### src/design/bcr_pkg.sv
package bcr_pkg;

  // Opcode carried in the input tuser bit.
  localparam logic FUNC_START   = 1'b0;
  localparam logic FUNC_ADVANCE = 1'b1;

  // Each step emits eight mirrored pixels.
  localparam int PHASE_W = 3;
  localparam logic [PHASE_W-1:0] PHASE_FIRST = 3'd0;
  localparam logic [PHASE_W-1:0] PHASE_LAST  = 3'd7;

  // Decision variable constants of the circle recurrence.
  localparam int DEC_INIT     = 3;
  localparam int DEC_STEP_NEG = 6;
  localparam int DEC_STEP_POS = 10;

endpackage

### src/design/bcr_front.sv
module bcr_front #(
  parameter int COORD_BITS = 10
) (
  input  logic                      clk,
  input  logic                      rst,
  input  logic                      in_valid,
  output logic                      in_ready,
  input  logic                      in_func,
  input  logic [COORD_BITS-1:0]     in_cx,
  input  logic [COORD_BITS-1:0]     in_cy,
  input  logic [COORD_BITS-1:0]     in_radius,
  input  logic                      q_full,
  output logic                      push,
  output logic [4*COORD_BITS:0]     push_data
);

  localparam int DW = COORD_BITS + 4;

  logic [COORD_BITS-1:0] offset_a, offset_b, centre_x_reg, centre_y_reg;
  logic [DW-1:0]         decision;
  logic                  active;

  logic [COORD_BITS-1:0] offset_a_next, offset_b_next, centre_x_next, centre_y_next;
  logic [DW-1:0]         decision_next;
  logic [DW-1:0]         four_x, four_y;
  logic                  done_next;
  logic                  is_start;
  logic                  accept;

  assign four_x   = DW'({offset_a, 2'b00});
  assign four_y   = DW'({offset_b, 2'b00});
  assign is_start = (in_func == bcr_pkg::FUNC_START);

  always_comb begin
    centre_x_next = centre_x_reg;
    centre_y_next = centre_y_reg;
    offset_a_next = offset_a;
    offset_b_next = offset_b;
    decision_next = decision;
    if (is_start) begin
      centre_x_next = in_cx;
      centre_y_next = in_cy;
      offset_a_next = '0;
      offset_b_next = in_radius;
      decision_next = DW'(bcr_pkg::DEC_INIT) - DW'({in_radius, 1'b0});
    end else begin
      // The decision update uses the offsets from before this step.
      if (decision[DW-1]) begin
        decision_next = decision + four_x + DW'(bcr_pkg::DEC_STEP_NEG);
      end else begin
        decision_next = decision + four_x - four_y + DW'(bcr_pkg::DEC_STEP_POS);
        offset_b_next = offset_b - COORD_BITS'(1);
      end
      offset_a_next = offset_a + COORD_BITS'(1);
    end
    done_next = (offset_a_next >= offset_b_next);
  end

  assign in_ready  = !q_full;
  assign accept    = in_valid && in_ready;
  // An advance while idle is consumed and produces nothing.
  assign push      = accept && (is_start || active);
  assign push_data = {done_next, offset_b_next, offset_a_next, centre_y_next, centre_x_next};

  always_ff @(posedge clk) begin
    if (rst) begin
      offset_a     <= '0;
      offset_b     <= '0;
      decision     <= '0;
      centre_x_reg <= '0;
      centre_y_reg <= '0;
      active       <= 1'b0;
    end else if (push) begin
      offset_a     <= offset_a_next;
      offset_b     <= offset_b_next;
      decision     <= decision_next;
      centre_x_reg <= centre_x_next;
      centre_y_reg <= centre_y_next;
      active       <= !done_next;
    end
  end

endmodule

### src/design/bcr_queue.sv
module bcr_queue #(
  parameter int WIDTH = 41,
  parameter int DEPTH = 2
) (
  input  logic             clk,
  input  logic             rst,
  input  logic             push,
  input  logic [WIDTH-1:0] push_data,
  output logic             full,
  input  logic             pop,
  output logic             not_empty,
  output logic [WIDTH-1:0] head
);

  localparam int AW = (DEPTH > 1) ? $clog2(DEPTH) : 1;

  logic [WIDTH-1:0] slots [DEPTH];
  logic [AW-1:0]    wr_ptr, rd_ptr;
  logic [AW:0]      count;

  assign full      = (count == (AW+1)'(DEPTH));
  assign not_empty = (count != '0);
  assign head      = slots[rd_ptr];

  always_ff @(posedge clk) begin
    if (push) begin
      slots[wr_ptr] <= push_data;
    end
  end

  always_ff @(posedge clk) begin
    if (rst) begin
      wr_ptr <= '0;
      rd_ptr <= '0;
      count  <= '0;
    end else begin
      if (push) begin
        wr_ptr <= (wr_ptr == AW'(DEPTH - 1)) ? '0 : wr_ptr + AW'(1);
      end
      if (pop) begin
        rd_ptr <= (rd_ptr == AW'(DEPTH - 1)) ? '0 : rd_ptr + AW'(1);
      end
      case ({push, pop})
        2'b10:   count <= count + (AW+1)'(1);
        2'b01:   count <= count - (AW+1)'(1);
        default: count <= count;
      endcase
    end
  end

endmodule

### src/design/bcr_back.sv
module bcr_back #(
  parameter int COORD_BITS = 10
) (
  input  logic                        clk,
  input  logic                        rst,
  input  logic                        q_not_empty,
  input  logic [4*COORD_BITS:0]       q_head,
  output logic                        q_pop,
  output logic                        out_valid,
  input  logic                        out_ready,
  output logic [2*(COORD_BITS+2)-1:0] out_data,
  output logic                        out_last,
  output logic                        out_done
);

  localparam int PW = COORD_BITS + 2;

  logic [COORD_BITS-1:0]          grp_cx, grp_cy, grp_x, grp_y;
  logic                           grp_done;
  logic                           grp_valid;
  logic [bcr_pkg::PHASE_W-1:0]    phase;

  logic        load;
  logic        last_load;
  logic [PW-1:0] cx_ext, cy_ext, a_ext, b_ext, px, py;

  assign load      = grp_valid && (!out_valid || out_ready);
  assign last_load = load && (phase == bcr_pkg::PHASE_LAST);
  assign q_pop     = q_not_empty && (!grp_valid || last_load);

  // Phase bit 2 swaps the roles of x and y, bits 0 and 1 mirror each axis.
  always_comb begin
    cx_ext = PW'(grp_cx);
    cy_ext = PW'(grp_cy);
    a_ext  = phase[2] ? PW'(grp_y) : PW'(grp_x);
    b_ext  = phase[2] ? PW'(grp_x) : PW'(grp_y);
    px     = phase[0] ? cx_ext - a_ext : cx_ext + a_ext;
    py     = phase[1] ? cy_ext - b_ext : cy_ext + b_ext;
  end

  always_ff @(posedge clk) begin
    if (q_pop) begin
      {grp_done, grp_y, grp_x, grp_cy, grp_cx} <= q_head;
    end
    if (load) begin
      out_data <= {py, px};
      out_last <= (phase == bcr_pkg::PHASE_LAST);
      out_done <= grp_done;
    end
  end

  always_ff @(posedge clk) begin
    if (rst) begin
      grp_valid <= 1'b0;
      phase     <= bcr_pkg::PHASE_FIRST;
      out_valid <= 1'b0;
    end else begin
      if (load) begin
        out_valid <= 1'b1;
      end else if (out_ready) begin
        out_valid <= 1'b0;
      end
      if (q_pop) begin
        grp_valid <= 1'b1;
        phase     <= bcr_pkg::PHASE_FIRST;
      end else begin
        if (last_load) begin
          grp_valid <= 1'b0;
        end
        if (load) begin
          phase <= phase + bcr_pkg::PHASE_W'(1);
        end
      end
    end
  end

endmodule

### src/design/bresenham_circle_raster_top.sv
// Bresenham circle rasterizer with eightfold symmetry.
// Input items arrive on s_axis: tuser[0] is the opcode (0 starts a circle with
// the centre and radius in tdata, 1 advances one step). Output items leave on
// m_axis, one pixel each: tdata holds pixel_x then pixel_y as two's complement,
// tlast marks the eighth pixel of a step and tuser[0] is set on every pixel of
// the step that finishes the circle.
// A start, or an advance while a circle is running, yields eight output items,
// back to back when the receiver keeps tready high; the first passes through
// the queue, the group register and the output register. The output channel,
// at eight pixels per such item, sets the sustained input rate. An advance on
// an idle or finished circle is consumed and yields nothing.
// The step arithmetic completes in the cycle an item is accepted and the step
// result waits in a two-entry queue, so a new item is taken while earlier
// pixels are still draining. When the receiver stalls, the output register
// holds its pixel, the queue fills, and then s_axis_tready drops.
// Reset empties the queue and clears the output valid, the group valid and the
// running-circle flag; the block comes out of reset idle.
module bresenham_circle_raster_top #(
  parameter int COORD_BITS = 10
) (
  input  logic clk,
  input  logic rst,
  input  logic s_axis_tvalid,
  output logic s_axis_tready,
  // center_x, center_y, radius from bit 0 up, zero filled to bytes
  input  logic [((3*COORD_BITS+7)/8)*8-1:0] s_axis_tdata,
  // func
  input  logic [0:0] s_axis_tuser,
  output logic m_axis_tvalid,
  input  logic m_axis_tready,
  // pixel_x, pixel_y from bit 0 up, zero filled to bytes
  output logic [((2*(COORD_BITS+2)+7)/8)*8-1:0] m_axis_tdata,
  output logic m_axis_tlast,
  // done_res
  output logic [0:0] m_axis_tuser
);

  localparam int GW          = 4*COORD_BITS + 1;
  localparam int PW          = COORD_BITS + 2;
  localparam int OUT_DW      = ((2*PW+7)/8)*8;
  localparam int QUEUE_DEPTH = 2;

  logic          push, q_full, q_pop, q_not_empty;
  logic [GW-1:0] push_data, q_head;
  logic [2*PW-1:0] pix_data;
  logic          pix_done;

  bcr_front #(
    .COORD_BITS(COORD_BITS)
  ) u_front (
    .clk      (clk),
    .rst      (rst),
    .in_valid (s_axis_tvalid),
    .in_ready (s_axis_tready),
    .in_func  (s_axis_tuser[0]),
    .in_cx    (s_axis_tdata[COORD_BITS-1:0]),
    .in_cy    (s_axis_tdata[2*COORD_BITS-1:COORD_BITS]),
    .in_radius(s_axis_tdata[3*COORD_BITS-1:2*COORD_BITS]),
    .q_full   (q_full),
    .push     (push),
    .push_data(push_data)
  );

  bcr_queue #(
    .WIDTH(GW),
    .DEPTH(QUEUE_DEPTH)
  ) u_queue (
    .clk      (clk),
    .rst      (rst),
    .push     (push),
    .push_data(push_data),
    .full     (q_full),
    .pop      (q_pop),
    .not_empty(q_not_empty),
    .head     (q_head)
  );

  bcr_back #(
    .COORD_BITS(COORD_BITS)
  ) u_back (
    .clk        (clk),
    .rst        (rst),
    .q_not_empty(q_not_empty),
    .q_head     (q_head),
    .q_pop      (q_pop),
    .out_valid  (m_axis_tvalid),
    .out_ready  (m_axis_tready),
    .out_data   (pix_data),
    .out_last   (m_axis_tlast),
    .out_done   (pix_done)
  );

  assign m_axis_tdata    = OUT_DW'(pix_data);
  assign m_axis_tuser[0] = pix_done;

  // The front never writes a step result into a full queue.
  a_no_overflow: assert property (@(posedge clk) disable iff (rst)
    push |-> !q_full)
    else $error("step result pushed into a full queue");

  // A group of eight pixels is never broken up: after a pixel that is not the
  // last of its group, the next one of the same step is presented at once.
  a_group_contiguous: assert property (@(posedge clk) disable iff (rst)
    (m_axis_tvalid && m_axis_tready && !m_axis_tlast)
      |=> (m_axis_tvalid && (m_axis_tuser == $past(m_axis_tuser))))
    else $error("pixel group interrupted or done flag changed within a group");

  // Nothing is popped from an empty queue.
  a_no_underflow: assert property (@(posedge clk) disable iff (rst)
    q_pop |-> q_not_empty)
    else $error("queue popped while empty");

  // Reset leaves no pixel on the output.
  a_reset_idle: assert property (@(posedge clk)
    rst |=> !m_axis_tvalid)
    else $error("output valid right after reset");

endmodule

### config.mk
export PLATFORM = sky130hd
export DESIGN_NAME = bresenham_circle_raster_top
export DESIGN_NICKNAME = d
export VERILOG_FILES = /design/src/design/bcr_pkg.sv /design/src/design/bcr_front.sv /design/src/design/bcr_queue.sv /design/src/design/bcr_back.sv /design/src/design/bresenham_circle_raster_top.sv
export SDC_FILE = /design/constraint.sdc
export NUM_CORES = 1
export LEC_CHECK = 0
export BUFFER_PORTS_ARGS = -buffer_cell sky130_fd_sc_hd__clkbuf_2
export CAP_MARGIN = 25
export CORE_ASPECT_RATIO = 1.2
export CORE_MARGIN = 3
export CORE_UTILIZATION = 55
export CTS_CLUSTER_SIZE = 16
export DETAILED_ROUTE_END_ITERATION = 6
export GPL_TIMING_DRIVEN = 0
export MAX_ROUTING_LAYER = met4
export PLACE_DENSITY = 0.73
export SYNTH_ARGS = -nofsm -noshare
export SYNTH_HDL_FRONTEND = slang
export SYNTH_SLANG_ARGS = --single-unit
### constraint.sdc
create_clock -name clk -period 11.7 [get_ports clk]
set_input_delay 2.34 -clock clk [delete_from_list [all_inputs] [get_ports clk]]
set_output_delay 2.34 -clock clk [all_outputs]
set_load 0.01 [all_outputs]
# ---- Word level (Yosys, flattened, before mapping)
# Memories as Yosys holds them, arrays and structs flattened. A register that Yosys moved wholly into a read port is not among the register bits.
# Cells that the tools add are included.
dict set report totals {
  word_cells 75
  input_bits 37
  mem_count 1
  out_inout_bits 28
  ramBits 82
  regBits 90
}
dict set report classes {
  n_addsub 16
  muxes 20
  n_lt_le_gt_ge 1
  reduce_logical 17
  bitwise_logic 1
  n_eq_ne 4
}
# memory depth width rd rd_ports_with_merged_regs write_ports line_no
set mem_list {}
lappend mem_list {u_queue.slots 2 41 1 1 1 bcr_queue.sv:17} ;# logic [WIDTH-1:0] slots [DEPTH];
# operator count
set op_table {}
lappend op_table {{$mux W10} 7}
lappend op_table {{$mux W14} 2}
lappend op_table {{$add A10 B12 Y12} 2}
lappend op_table {{$mux W12} 2}
lappend op_table {{$sub A10 B12 Y12} 2}
lappend op_table {{$add A14 B12 Y14} 1}
lappend op_table {{$add A14 B3 Y14 const B} 1}
lappend op_table {{$add A14 B4 Y14 const B} 1}
lappend op_table {{$sub A14 B12 Y14} 1}
lappend op_table {{$sub A2 B11 Y12 const A} 1}
lappend op_table {{$add A10 B1 Y10 const B} 1}
lappend op_table {{$ge A10 B10 Y1} 1}
lappend op_table {{$sub A10 B1 Y10 const B} 1}
lappend op_table {{$mux W1} 8}
lappend op_table {{$reduce_bool A2 Y1} 4}
lappend op_table {{$logic_and A1 B1 Y1} 5}
lappend op_table {{$eq A2 B2 Y1 const B} 2}
lappend op_table {{$logic_not A1 Y1} 4}
lappend op_table {{$pmux W2 S2} 1}
lappend op_table {{$add A3 B1 Y3 const B} 1}
lappend op_table {{$eq A3 B3 Y1 const B} 1}
lappend op_table {{$logic_or A1 B1 Y1} 3}
lappend op_table {{$add A1 B1 Y1 const B} 2}
lappend op_table {{$add A2 B1 Y2 const B} 1}
lappend op_table {{other kinds (4)} 4}

# ---- Longest topological paths before layout
# Gate-level depths: netlist (run 1).
dict set report logic_depth {
  depth_word 8
  ltp_mapped 15
  depth_no_buf 15
}

# ---- By module
# Synthesis (run 1) repeated with hierarchy kept, for this count alone.
dict set report hier_totals {
  hier_cells 1099
  area_unflattened_um2 11801.3
}
# mod seq_area_each_um2 cells_per_inst area_per_inst_um2 n_inst
set modules_own_cells {}
lappend modules_own_cells {bcr_front 1081.0 583 4389.2 1}
lappend modules_own_cells {bcr_back 2112.0 366 4256.6 1}
lappend modules_own_cells {bcr_queue 2562.5 150 3155.5 1}

# ---- Worst setup path after synthesis (run 1)
# Ideal clock, no wire load.
dict set report synth_timing {
  kind {in2reg}
  start {input m_axis_tready}
  end {register u_queue.count[1]}
  required_time_ns 11.630
  arrival_time_ns 5.856
  n_path_buf 0
  path_stages 6
  setup_slack_ns 5.773
  setup_ns 0.070
  cell_sequence {nand2b_1 -> nand2_1 -> a21oi_1 -> ha_1 -> or3_1 -> a21oi_1}
}
dict set report synth_via {
  elab_chain_len 7
  word_cells_on_any_way 9
  classes_between {eq/ne: 2; mux: 1; reduce/logical: 6}
}
# item line_no
set synth_rtl {}
lappend synth_rtl {{from (decl)} bresenham_circle_raster_top.sv:30} ;# input logic m_axis_tready,
lappend synth_rtl {{$logic_or A1 B1 Y1 (*)} bcr_back.sv:27} ;# assign load = grp_valid && (!out_valid || out_ready);
lappend synth_rtl {{$logic_and A1 B1 Y1 (*)} bcr_back.sv:27}
lappend synth_rtl {{$logic_and A1 B1 Y1 (*)} bcr_back.sv:28} ;# assign last_load = load && (phase == bcr_pkg::PHASE_LAST);
lappend synth_rtl {{$logic_or A1 B1 Y1 (*)} bcr_back.sv:29} ;# assign q_pop = q_not_empty && (!grp_valid || last_load);
lappend synth_rtl {{$logic_and A1 B1 Y1 (*)} bcr_back.sv:29}
lappend synth_rtl {{net q_pop} bresenham_circle_raster_top.sv:43} ;# logic push, q_full, q_pop, q_not_empty;
lappend synth_rtl {{$eq A2 B1 Y1 or $eq A2 B2 Y1 (tied branches)} bcr_queue.sv:43} ;# case ({push, pop})
lappend synth_rtl {{$pmux W2 S2 or $reduce_bool A2 Y1 (tied branches)} --}
lappend synth_rtl {{to (signal assigned)} bcr_queue.sv:44} ;# 2'b10: count <= count + (AW+1)'(1);
lappend synth_rtl {{to (signal assigned)} bcr_queue.sv:45} ;# 2'b01: count <= count - (AW+1)'(1);
lappend synth_rtl {{to (signal assigned)} bcr_queue.sv:46} ;# default: count <= count;
lappend synth_rtl {{to (decl)} bcr_queue.sv:19} ;# logic [AW:0] count;
# Mark *: on every way through the listed nets, which the timed path passes. The rest lies on a longest branch.
# A chain may end at the register's enable or synchronous reset.

# ---- Final worst setup path (run 1)
dict set report layout_timing {
  start {input s_axis_tuser}
  end {memory u_queue.slots[0][40] (data pin)}
}
dict set report layout_via {
  elab_chain_len 2
  word_cells_on_any_way 3
  classes_between {order compare: 1; mux: 2}
}
# item line_no
set layout_rtl {}
lappend layout_rtl {{from (decl)} bresenham_circle_raster_top.sv:28} ;# input logic [0:0] s_axis_tuser,
lappend layout_rtl {{$mux W10} bcr_front.sv:40} ;# if (is_start) begin
lappend layout_rtl {{$ge A10 B10 Y1 (*)} bcr_front.sv:56} ;# done_next = (offset_a_next >= offset_b_next);
lappend layout_rtl {{net push_data[40]} bresenham_circle_raster_top.sv:44} ;# logic [GW-1:0] push_data, q_head;
lappend layout_rtl {{to (decl)} bcr_queue.sv:17}
# Marked as above.

==> key figures, run 1 <==
Floorplanning
  – Die area: 23250 sq um
  – IO Count: 65
  – Die Y: 166.4 um
  – Total core area: 21050 sq um
  – Row cnt: 58
  – Die Wd: 139.7 um
  – Initial Utilization: 0.5606

Placed design
  – Placer Congestion: 0.9659
  – Post-DP HPWL: 19910 um
  – Setup slack at placement: 6.379 ns
  – DP Cell Count: 1444
  – Number of buffers added on ports: 62
  – Area after DPL: 12530 sq um

Worst setup path
  – Worst setup SP type: primary input
  – CP Data Required Time: 11.93 ns
  – Critical register-to-register path startpoint: u_front.offset_a[0]
  – Worst setup EP type: flip-flop
  – Critical Path AT: 5.07 ns
  – Worst setup path startpoint: s_axis_tuser
  – Reg2reg path depth: 13
  – CP Max Fanout: 10
  – Critical path class: in2reg

GRT
  – Initial antenna violation count: 0
  – GRT Util Overall: 0.2305
  – Vias in the first global route: 8489
  – Total gr overflow: 0
  – Largest net degree at the start of global routing: 33
  – Global-route wire length before repair: 42550 um

Detailed routing
  – DR DRC count: 0
  – Vias per cell: 5.654
  – Post-Route WL: 26320 um
  – Final ANT Viol Nets: 0
  – Routed via count: 8385
  – Iter 0 DRT Violations: 405
  – Wire per inst: 17.75 um
  – Drt pass-1 iters: 5

Timing
  – Final hold violation count: 0
  – Tcrit/Tclk final: 0.4137
  – RSZ-0062 raised after global routing: false
  – Relative slew slack: 0.3979
  – Worst Skew: 0.02568 ns
  – Final Max Tran Viols: 0
  – Sum Neg Setup Slack: 0 ns
  – Max Freq: 206.6 MHz
  – Setup slack after layout: 6.860 ns
  – Final setup fails: 0
  – Worst slew pin tran: 0.9011 ns
  – Hold_ws: 0.4528 ns
  – Minimum clock period: 4.840 ns

Logic synthesis
  – Mapped Cells: 1109
  – Ys Warns: 0
  – Async S/R FF share, synth: 0
  – Seq/Total Area, Yosys: 0.4861
  – Syn avg cell area: 10.64 sq um
  – Syn Nets: 1240
  – EDFF count, synth: 149
  – Netlist cell types: 65
  – #FFs+latches synth: 212
  – Netlist Area Pre-Place: 11800 sq um
  – Primary FF master, synth: edfxtp_1

Clock network
  – CTS resizes: 0
  – Worst-Skew Late Latency: 0.51 ns
  – Clock slew at reported path FFs: 0.06 ns
  – # Post-CTS Setup Buffers: 0
  – Root Driver: clkbuf_16
  – Hold buffer count at cts: 0
  – # clock sinks: 212
  – Clk buf depth: 3
  – TritonCTS clock tree: yes
  – H-tree depth reported by CTS: 1
  – Total CTS buffers: 21

Power and ir drop
  – Pwr Total: 3.077 mW
  – PwrDens: 232.2 nW/um^2
  – Worst vdd ir: 0.1545 mV
  – Leakage: 5.170 nW

Layout
  – Antenna diodes: 0
  – Layout cells sized above 1: 0.1509
  – Largest register FFs: 82
  – Core Util, Final: 0.6297
  – Most flops, register: u_queue.slots
  – Net count, final: 1329
  – Multi-input gate area: 5580 sq um
  – P&R area growth vs syn: 12.31%
  – Sequential cell area: 5736 sq um
  – Fillers: 1702
  – Fin area: 13250 sq um
  – Commonest non-fill, non-tap cell in the layout: edfxtp_1
  – Top flop regs: u_queue.slots x82, u_back.out_data x24, u_front.decision x13
  – Most frequent cells in the layout: edfxtp_1, nand2_1, a21oi_1, ha_1, inv_1
  – Final Non-Filler Cells: 1483

Hold path
  – Worst hold-check path type: reg2reg
  – Hold Startpoint: u_front.centre_y_reg[7]
  – Worst hold path depth: 2

Flow run
  – Max-Cap Viols: 0

Run status
  – Outcome: finished, final reports clean
## per-layer routing
metal | up-vias | wire length (um) | GRT usage
met5 | - | 0 | -
met4 | 0 | 835 | 0.08007
met3 | 56 | 1099 | 0.02298
met2 | 209 | 13710 | 0.4132
met1 | 3974 | 10680 | 0.2695
li1 | 4146 | - | -
## worst max-delay path, stage by stage
cell and delay [ns]:
clkbuf_2 0.12, clkbuf_8 0.18, clkbuf_1 0.41, mux2i_1 0.47
ha_1 0.32, a21o_1 0.16, a21o_1 0.18, a21o_1 0.17
a21o_1 0.19, o2111ai_1 0.08, a21oi_1 0.11, or2_2 0.31
## Yosys cell counts, types with 3 or more instances
master,instances,share of area
o211ai_1,7,0.0045
o21ai_1,5,0.0021
o21bai_1,9,0.0057
ha_1,89,0.094
and2_1,9,0.0048
and3_1,5,0.0027
dfxtp_1,63,0.11
edfxtp_1,149,0.38
mux2i_1,28,0.024
nand3_1,21,0.0089
a211oi_1,9,0.0057
nand2_1,104,0.033
o21a_1,8,0.0051
o311ai_0,3,0.0022
nor2b_1,8,0.0042
nand4_1,5,0.0027
o21ai_0,45,0.019
nor4_1,6,0.0032
o211a_1,4,0.0034
or3_1,12,0.0064
fa_1,5,0.0085
a31oi_1,4,0.0021
a211o_1,3,0.0022
o31ai_1,3,0.0019
a21boi_0,5,0.0032
nand2b_1,14,0.0074
nor3_1,25,0.011
nor2_1,61,0.019
o41ai_1,3,0.0022
a21oi_1,105,0.045
inv_1,86,0.027
xor2_1,18,0.013
mux2_2,63,0.060
clkbuf_1,29,0.0092
xnor2_1,36,0.027
buf_1,8,0.0025
a21o_1,12,0.0076
## worst paths after layout
| path | to | slack [ns] |
|---|---|---|
| setup / recovery | u_queue.slots[0][40] | 6.86 |
| hold / removal | u_front.centre_y_reg[7] | 0.45 |
| setup reg to reg | u_front.decision[12] | 7.74 |
| hold reg to reg | u_front.centre_y_reg[7] | 0.45 |
## kinds of logic after synthesis
kind of cell    after synthesis  share of synthesized area
buf+inv                     128                    0.04263
fa+ha+maj                    94                     0.1029
mux                          91                    0.08388
simple gates                284                     0.1151
xor+xnor                     55                    0.04146
compound gates              245                     0.1280
flops                       212                     0.4861
## power breakdown
| part | switching [mW] | total, mW | leakage (nW) | internal [mW] |
|---|---|---|---|---|
| clock network | 0.286 | 0.686 | 0.331 | 0.400 |
| registers | 0.0811 | 1.13 | 1.91 | 1.05 |
| logic | 0.737 | 1.26 | 2.93 | 0.519 |
## final cells by class
cell class / instances / share of cell area
Clock buffer: 24 / 0.04051
Inverter: 87 / 0.02464
Timing Repair Buffer: 66 / 0.02965
Tap cell: 270 / 0.02549
Multi-Input combinational cell: 769 / 0.4211
Clock inverter: 14 / 0.01246
Buffer: 41 / 0.01331
Sequential cell: 212 / 0.4328
Power figures use the tool's default switching activity.
==> run 2: changes to the inputs <==
PLACE_DENSITY = 0.76   (was 0.73)
clock period = 4.3 ns   (was 11.7 ns; I/O delays follow)
==> key figures, run 2 (synthesis results as in run 1) <==
Run status
  – Outcome: finished with violations
  – Failing checks: design-rule violations

Detailed routing
  – Post-Route WL: 26670 um (+1.3%)
  – Iter 0 DRT Violations: 471 (+16%)
  – Drt pass-1 iters: 7 (+2)
  – Wire per inst: 18.00 um (+1.4%)
  – Final ANT Viol Nets: 0 (unchanged)
  – Vias per cell: 5.713 (+1.0%)
  – Routed via count: 8467 (+0.98%)
  – DR DRC count: 3 (+3)

Layout
  – P&R area growth vs syn: 11.83%
  – Most flops, register: u_queue.slots
  – Layout cells sized above 1: 0.1493 (-0.001526)
  – Most frequent cells in the layout: edfxtp_1, nand2_1, a21oi_1, ha_1, inv_1
  – Largest register FFs: 82 (unchanged)
  – Commonest non-fill, non-tap cell in the layout: edfxtp_1
  – Antenna diodes: 0 (unchanged)
  – Final Non-Filler Cells: 1482 (-0.067%)
  – Top flop regs: u_queue.slots x82, u_back.out_data x24, u_front.decision x13
  – Fin area: 13200 sq um (-0.42%)
  – Net count, final: 1329 (unchanged)

Clock network
  – Clock slew at reported path FFs: 0.07 ns (about the same)
  – CTS resizes: 0 (unchanged)
  – Root Driver: clkbuf_16
  – Total CTS buffers: 21 (unchanged)
  – TritonCTS clock tree: yes
  – Worst-Skew Late Latency: 0.49 ns (-0.02 ns)
  – Clk buf depth: 3 (unchanged)
  – # Post-CTS Setup Buffers: 0 (unchanged)
  – # clock sinks: 212 (unchanged)
  – H-tree depth reported by CTS: 1 (unchanged)
  – Hold buffer count at cts: 0 (unchanged)

GRT
  – Initial antenna violation count: 0 (unchanged)
  – Vias in the first global route: 8337 (-1.8%)
  – Global-route wire length before repair: 42520 um (about the same)
  – GRT Util Overall: 0.2307 (about the same)
  – Largest net degree at the start of global routing: 38 (+15%)
  – Total gr overflow: 0 (unchanged)

Power and ir drop
  – Leakage: 5.145 nW (-0.48%)
  – PwrDens: 626.2 nW/um^2 (+170%)
  – Pwr Total: 8.262 mW (+170%)
  – Worst vdd ir: 0.4973 mV (+220%)

Timing
  – Tcrit/Tclk final: 0.9217
  – Worst Skew: 0.01305 ns (-0.01263 ns)
  – Final setup fails: 0 (unchanged)
  – Sum Neg Setup Slack: 0 ns (unchanged)
  – RSZ-0062 raised after global routing: false
  – Minimum clock period: 3.963 ns
  – Relative slew slack: 0.3942 (-0.003707)
  – Max Freq: 252.3 MHz
  – Hold_ws: 0.4517 ns (-0.001157 ns)
  – Final Max Tran Viols: 0 (unchanged)
  – Final hold violation count: 0 (unchanged)
  – Worst slew pin tran: 0.9067 ns (+0.005548 ns)

Worst setup path
  – Worst path most repeated cell: ha_1
  – Worst setup SP type: flip-flop
  – Crit-path max cell delay: 0.43 ns (-0.04 ns)
  – Worst setup EP type: flip-flop
  – CP Max Fanout: 6 (-4)
  – Critical path class: reg2reg
  – Critical Path AT: 4.39 ns (-0.68 ns)
  – CP Data Required Time: 4.73 ns (-7.20 ns)
  – Slowest CP cell: fa_1
  – CP cell instances: ha_1 -> fa_1 -> a211oi_2 -> o21a_1 -> o21ba_1 -> o21bai_1 -> xor2_2 -> ha_1 -> ha_1 -> nand3_1 -> a21oi_1 -> nor3_1 -> or3_1 -> a21oi_1 -> a211o_1

Placed design
  – Area after DPL: 12540 sq um (about the same)
  – Number of buffers added on ports: 62 (unchanged)
  – DP Cell Count: 1444 (unchanged)
  – Post-DP HPWL: 20160 um (+1.2%)
  – Placer Congestion: 0.9572 (-0.90%)

Floorplanning
  – Die area: 23250 sq um (unchanged)
  – Row cnt: 58 (unchanged)
  – Total core area: 21050 sq um (unchanged)
  – Die Wd: 139.7 um (unchanged)
  – Initial Utilization: 0.5606 (unchanged)
  – Die Y: 166.4 um (unchanged)
  – IO Count: 65 (unchanged)

Hold path
  – Worst hold-check path type: reg2reg

Flow run
  – Max-Cap Viols: 0 (unchanged)
-- run 2: cell types whose count changed in the layout (fill, tap and decap cells not counted) --
| cell | previous run | this run |
|---|---|---|
| bufinv_16 | 3 | 1 |
| clkinv_2 | 3 | 5 |
| buf_12 | 2 | 1 |
| buf_16 | 1 | 2 |
| clkbuf_1 | 32 | 33 |
| clkinv_4 | 2 | 1 |
| inv_6 | 1 | 0 |
-- run 2: area by class of cell --
type                       count  area (sq um)
fill                        1704          7850
sequential                   212          5736
multi-input combinational    769          5580
clock buffer                  25         540.5
timing repair buffer          66         400.4
tap                          270         337.8
inverter                      87         326.6
buffer                        41         176.4
clock inverter                12         97.59
-- run 2: path summary, 6_finish.rpt --
check | cells after the start | endpoint | from | slack, ns
setup / recovery | 15 | u_front.decision[13] | u_front.offset_a[0] | 0.34
hold / removal | 2 | u_front.centre_x_reg[1] | u_front.centre_x_reg[1] | 0.45
hold reg to reg | 2 | u_front.centre_x_reg[1] | u_front.centre_x_reg[1] | 0.45
setup reg to reg | 15 | u_front.decision[13] | u_front.offset_a[0] | 0.34
-- run 2: worst max-delay path: cells and delay by family (launching register included) --
| family | cells | cell delay, ns |
|---|---|---|
| xor gates and xnor gates | 1 | 0.31 |
| DFF | 1 | 0.37 |
| AOI/OAI and AO/OA | 7 | 1.35 |
| adders and majority gates | 4 | 1.35 |
| and+or+nand+nor | 3 | 0.51 |
-- run 2: metrics by stage --
step           worst slack [ns]    util
2_1_floorplan            0.6442       -
3_3_place_gp            -0.7905  0.5916
3_5_place_dp             0.3409  0.5960
4_1_cts                  0.3251  0.6263
5_1_grt                 0.01673  0.6270
6_report                 0.3367  0.6270
-- run 2: per-layer routing --
| metal | vias to the layer above | global-route usage | routed length (um) |
|---|---|---|---|
| met3 | 47 | 0.02096 | 1157 |
| met5 | - | - | 0 |
| met4 | 0 | 0.07290 | 732 |
| li1 | 4161 | - | - |
| met2 | 213 | 0.4203 | 14090 |
| met1 | 4046 | 0.2683 | 10690 |
-- run 2: power by group --
| group | switching, mW | internal [mW] | leakage, nW |
|---|---|---|---|
| clock | 0.764 | 0.964 | 0.303 |
| sequential | 0.223 | 2.87 | 1.91 |
| combinational | 2.03 | 1.41 | 2.93 |
| total | 3.02 | 5.25 | 5.15 |
==> run 3: changes to the inputs <==
PLACE_DENSITY = 0.73   (was 0.76)
clock period = 4.42 ns   (was 4.3 ns; I/O delays follow)
==> key figures, run 3 (synthesis results as in run 1) <==
Run status
  – Outcome: finished, final reports clean

Clock network
  – Root Driver: clkbuf_16
  – Worst-Skew Late Latency: 0.50 ns (about the same)
  – H-tree depth reported by CTS: 1 (unchanged)
  – Clk buf depth: 3 (unchanged)
  – Clock slew at reported path FFs: 0.06 ns (about the same)
  – Hold buffer count at cts: 0 (unchanged)
  – # clock sinks: 212 (unchanged)
  – Total CTS buffers: 22 (+4.8%)
  – CTS resizes: 0 (unchanged)
  – TritonCTS clock tree: yes
  – # Post-CTS Setup Buffers: 0 (unchanged)

Layout
  – Largest register FFs: 82 (unchanged)
  – Most flops, register: u_queue.slots
  – Net count, final: 1330 (+0.075%)
  – Most frequent cells in the layout: edfxtp_1, nand2_1, a21oi_1, ha_1, inv_1
  – P&R area growth vs syn: 13.10%
  – Commonest non-fill, non-tap cell in the layout: edfxtp_1
  – Antenna diodes: 0 (unchanged)
  – Top flop regs: u_queue.slots x82, u_back.out_data x24, u_front.decision x13
  – Layout cells sized above 1: 0.1481 (-0.001192)

GRT
  – Global-route wire length before repair: 43410 um (+2.1%)
  – Initial antenna violation count: 0 (unchanged)
  – Total gr overflow: 0 (unchanged)
  – Vias in the first global route: 8474 (+1.6%)
  – Largest net degree at the start of global routing: 34 (-11%)
  – GRT Util Overall: 0.2349 (+0.004250)

Floorplanning
  – Row cnt: 58 (unchanged)
  – IO Count: 65 (unchanged)
  – Initial Utilization: 0.5606 (unchanged)
  – Total core area: 21050 sq um (unchanged)
  – Die Wd: 139.7 um (unchanged)
  – Die Y: 166.4 um (unchanged)
  – Die area: 23250 sq um (unchanged)

Placed design
  – Number of buffers added on ports: 62 (unchanged)
  – Setup slack at placement: 0.4150 ns (+0.07407 ns)
  – Post-DP HPWL: 19780 um (-1.9%)
  – Placer Congestion: 0.9608 (+0.38%)

Detailed routing
  – Vias per cell: 5.640 (-1.3%)
  – Drt pass-1 iters: 5 (-2)
  – Iter 0 DRT Violations: 469 (-0.42%)
  – Routed via count: 8376 (-1.1%)
  – Final ANT Viol Nets: 0 (unchanged)
  – DR DRC count: 0 (-3)
  – Wire per inst: 17.87 um (-0.68%)
  – Post-Route WL: 26540 um (-0.48%)

Timing
  – Hold_ws: 0.4517 ns (+0.00003900 ns)
  – Final hold violation count: 0 (unchanged)
  – Sum Neg Setup Slack: 0 ns (unchanged)
  – Worst slew pin tran: 0.7697 ns (-0.1370 ns)
  – Final setup fails: 0 (unchanged)
  – Final Max Tran Viols: 0 (unchanged)
  – Setup slack after layout: 0.3728 ns (+0.03611 ns)
  – RSZ-0062 raised after global routing: false
  – Worst Skew: 0.01358 ns (+0.0005362 ns)
  – Relative slew slack: 0.4857 (+0.09151)
  – Tcrit/Tclk final: 0.9157 (-0.006043)
  – Minimum clock period: 4.047 ns (+0.08389 ns)
  – Max Freq: 247.1 MHz (-2.1%)

Power and ir drop
  – Clock share of power: 0.241 (+0.032)
  – PwrDens: 626.3 nW/um^2 (about the same)
  – Switching pwr: 2.928 mW (-2.9%)
  – Sw frac: 0.3504 (-0.01466)
  – Gate power share: 0.400 (-0.017)
  – Worst vdd ir: 0.4559 mV (-8.3%)
  – Power Internal: 5.429 mW (+3.5%)
  – Leakage: 5.217 nW (+1.4%)
  – Sequential power share: 0.360 (-0.014)

Hold path
  – Worst hold-check path type: reg2reg

Worst setup path
  – Critical path class: reg2reg
  – Critical Path AT: 4.48 ns (+0.09 ns)
  – CP Data Required Time: 4.85 ns (+0.12 ns)
  – Worst setup SP type: flip-flop
  – CP Max Fanout: 6 (unchanged)
  – CP cell instances: ha_1 -> fa_1 -> a211oi_2 -> o21a_1 -> o21ba_1 -> o21bai_1 -> xor2_2 -> ha_1 -> ha_1 -> nand3_1 -> a21oi_1 -> nor3_1 -> or3_1 -> a21oi_1 -> a211o_1
  – Worst setup EP type: flip-flop
  – Slowest CP cell: fa_1
  – Crit-path max cell delay: 0.43 ns (about the same)
  – Worst path most repeated cell: ha_1

Flow run
  – Max-Cap Viols: 0 (unchanged)
run 3: metrics by stage:
step	instances	power, mW	area [sq um]	util
2_1_floorplan	1109	5.455	11800	-
3_3_place_gp	1441	6.216	12450	0.5916
3_5_place_dp	1444	6.338	12530	0.5952
4_1_cts	1484	8.369	13320	0.6328
5_1_grt	1485	8.937	13340	0.6341
6_report	1485	8.357	13340	0.6341
run 3: cell type report:
| class | count | area, sq um |
|---|---|---|
| plain buffers | 41 | 176.4 |
| clock buffers | 31 | 615.6 |
| clock inverters | 9 | 173.9 |
| fillers | 1689 | 7701 |
| inverters | 87 | 326.6 |
| multi-input cells | 769 | 5580 |
| flip-flops and latches | 212 | 5736 |
| well taps | 270 | 337.8 |
| repair buffers | 66 | 397.9 |
run 3: per-layer routing:
| layer | vias up | wire [um] | GRT usage |
|---|---|---|---|
| met1 | 3953 | 10880 | 0.2782 |
| met4 | 0 | 852 | 0.07712 |
| met5 | - | 0 | - |
| li1 | 4164 | - | - |
| met2 | 204 | 13760 | 0.4203 |
| met3 | 55 | 1052 | 0.02240 |
run 3: final timing paths:
path	depth (start not counted)	slack, ns	from	to
hold reg to reg	2	0.45	u_front.centre_y_reg[9]	u_front.centre_y_reg[9]
setup / recovery	15	0.37	u_front.offset_a[0]	u_front.decision[13]
setup reg to reg	15	0.37	u_front.offset_a[0]	u_front.decision[13]
hold / removal	2	0.45	u_front.centre_y_reg[9]	u_front.centre_y_reg[9]
run 3: worst max-delay path: cells and delay by family (launching register included):
family	cells	cell delay (ns)
adders and majority gates	4	1.36
and+or+nand+nor	3	0.54
DFF	1	0.36
xor gates and xnor gates	1	0.33
AOI/OAI and AO/OA	7	1.42
run 3: power by group through the flow:
stage,sequential [mW],clock (mW),combinational [mW]
floorplan,3.05,0,2.41
global placement,3.05,0,3.17
detailed placement,3.05,0,3.29
CTS,3.01,2.04,3.32
global route,3.04,2.13,3.76
finish,3.01,2.01,3.34
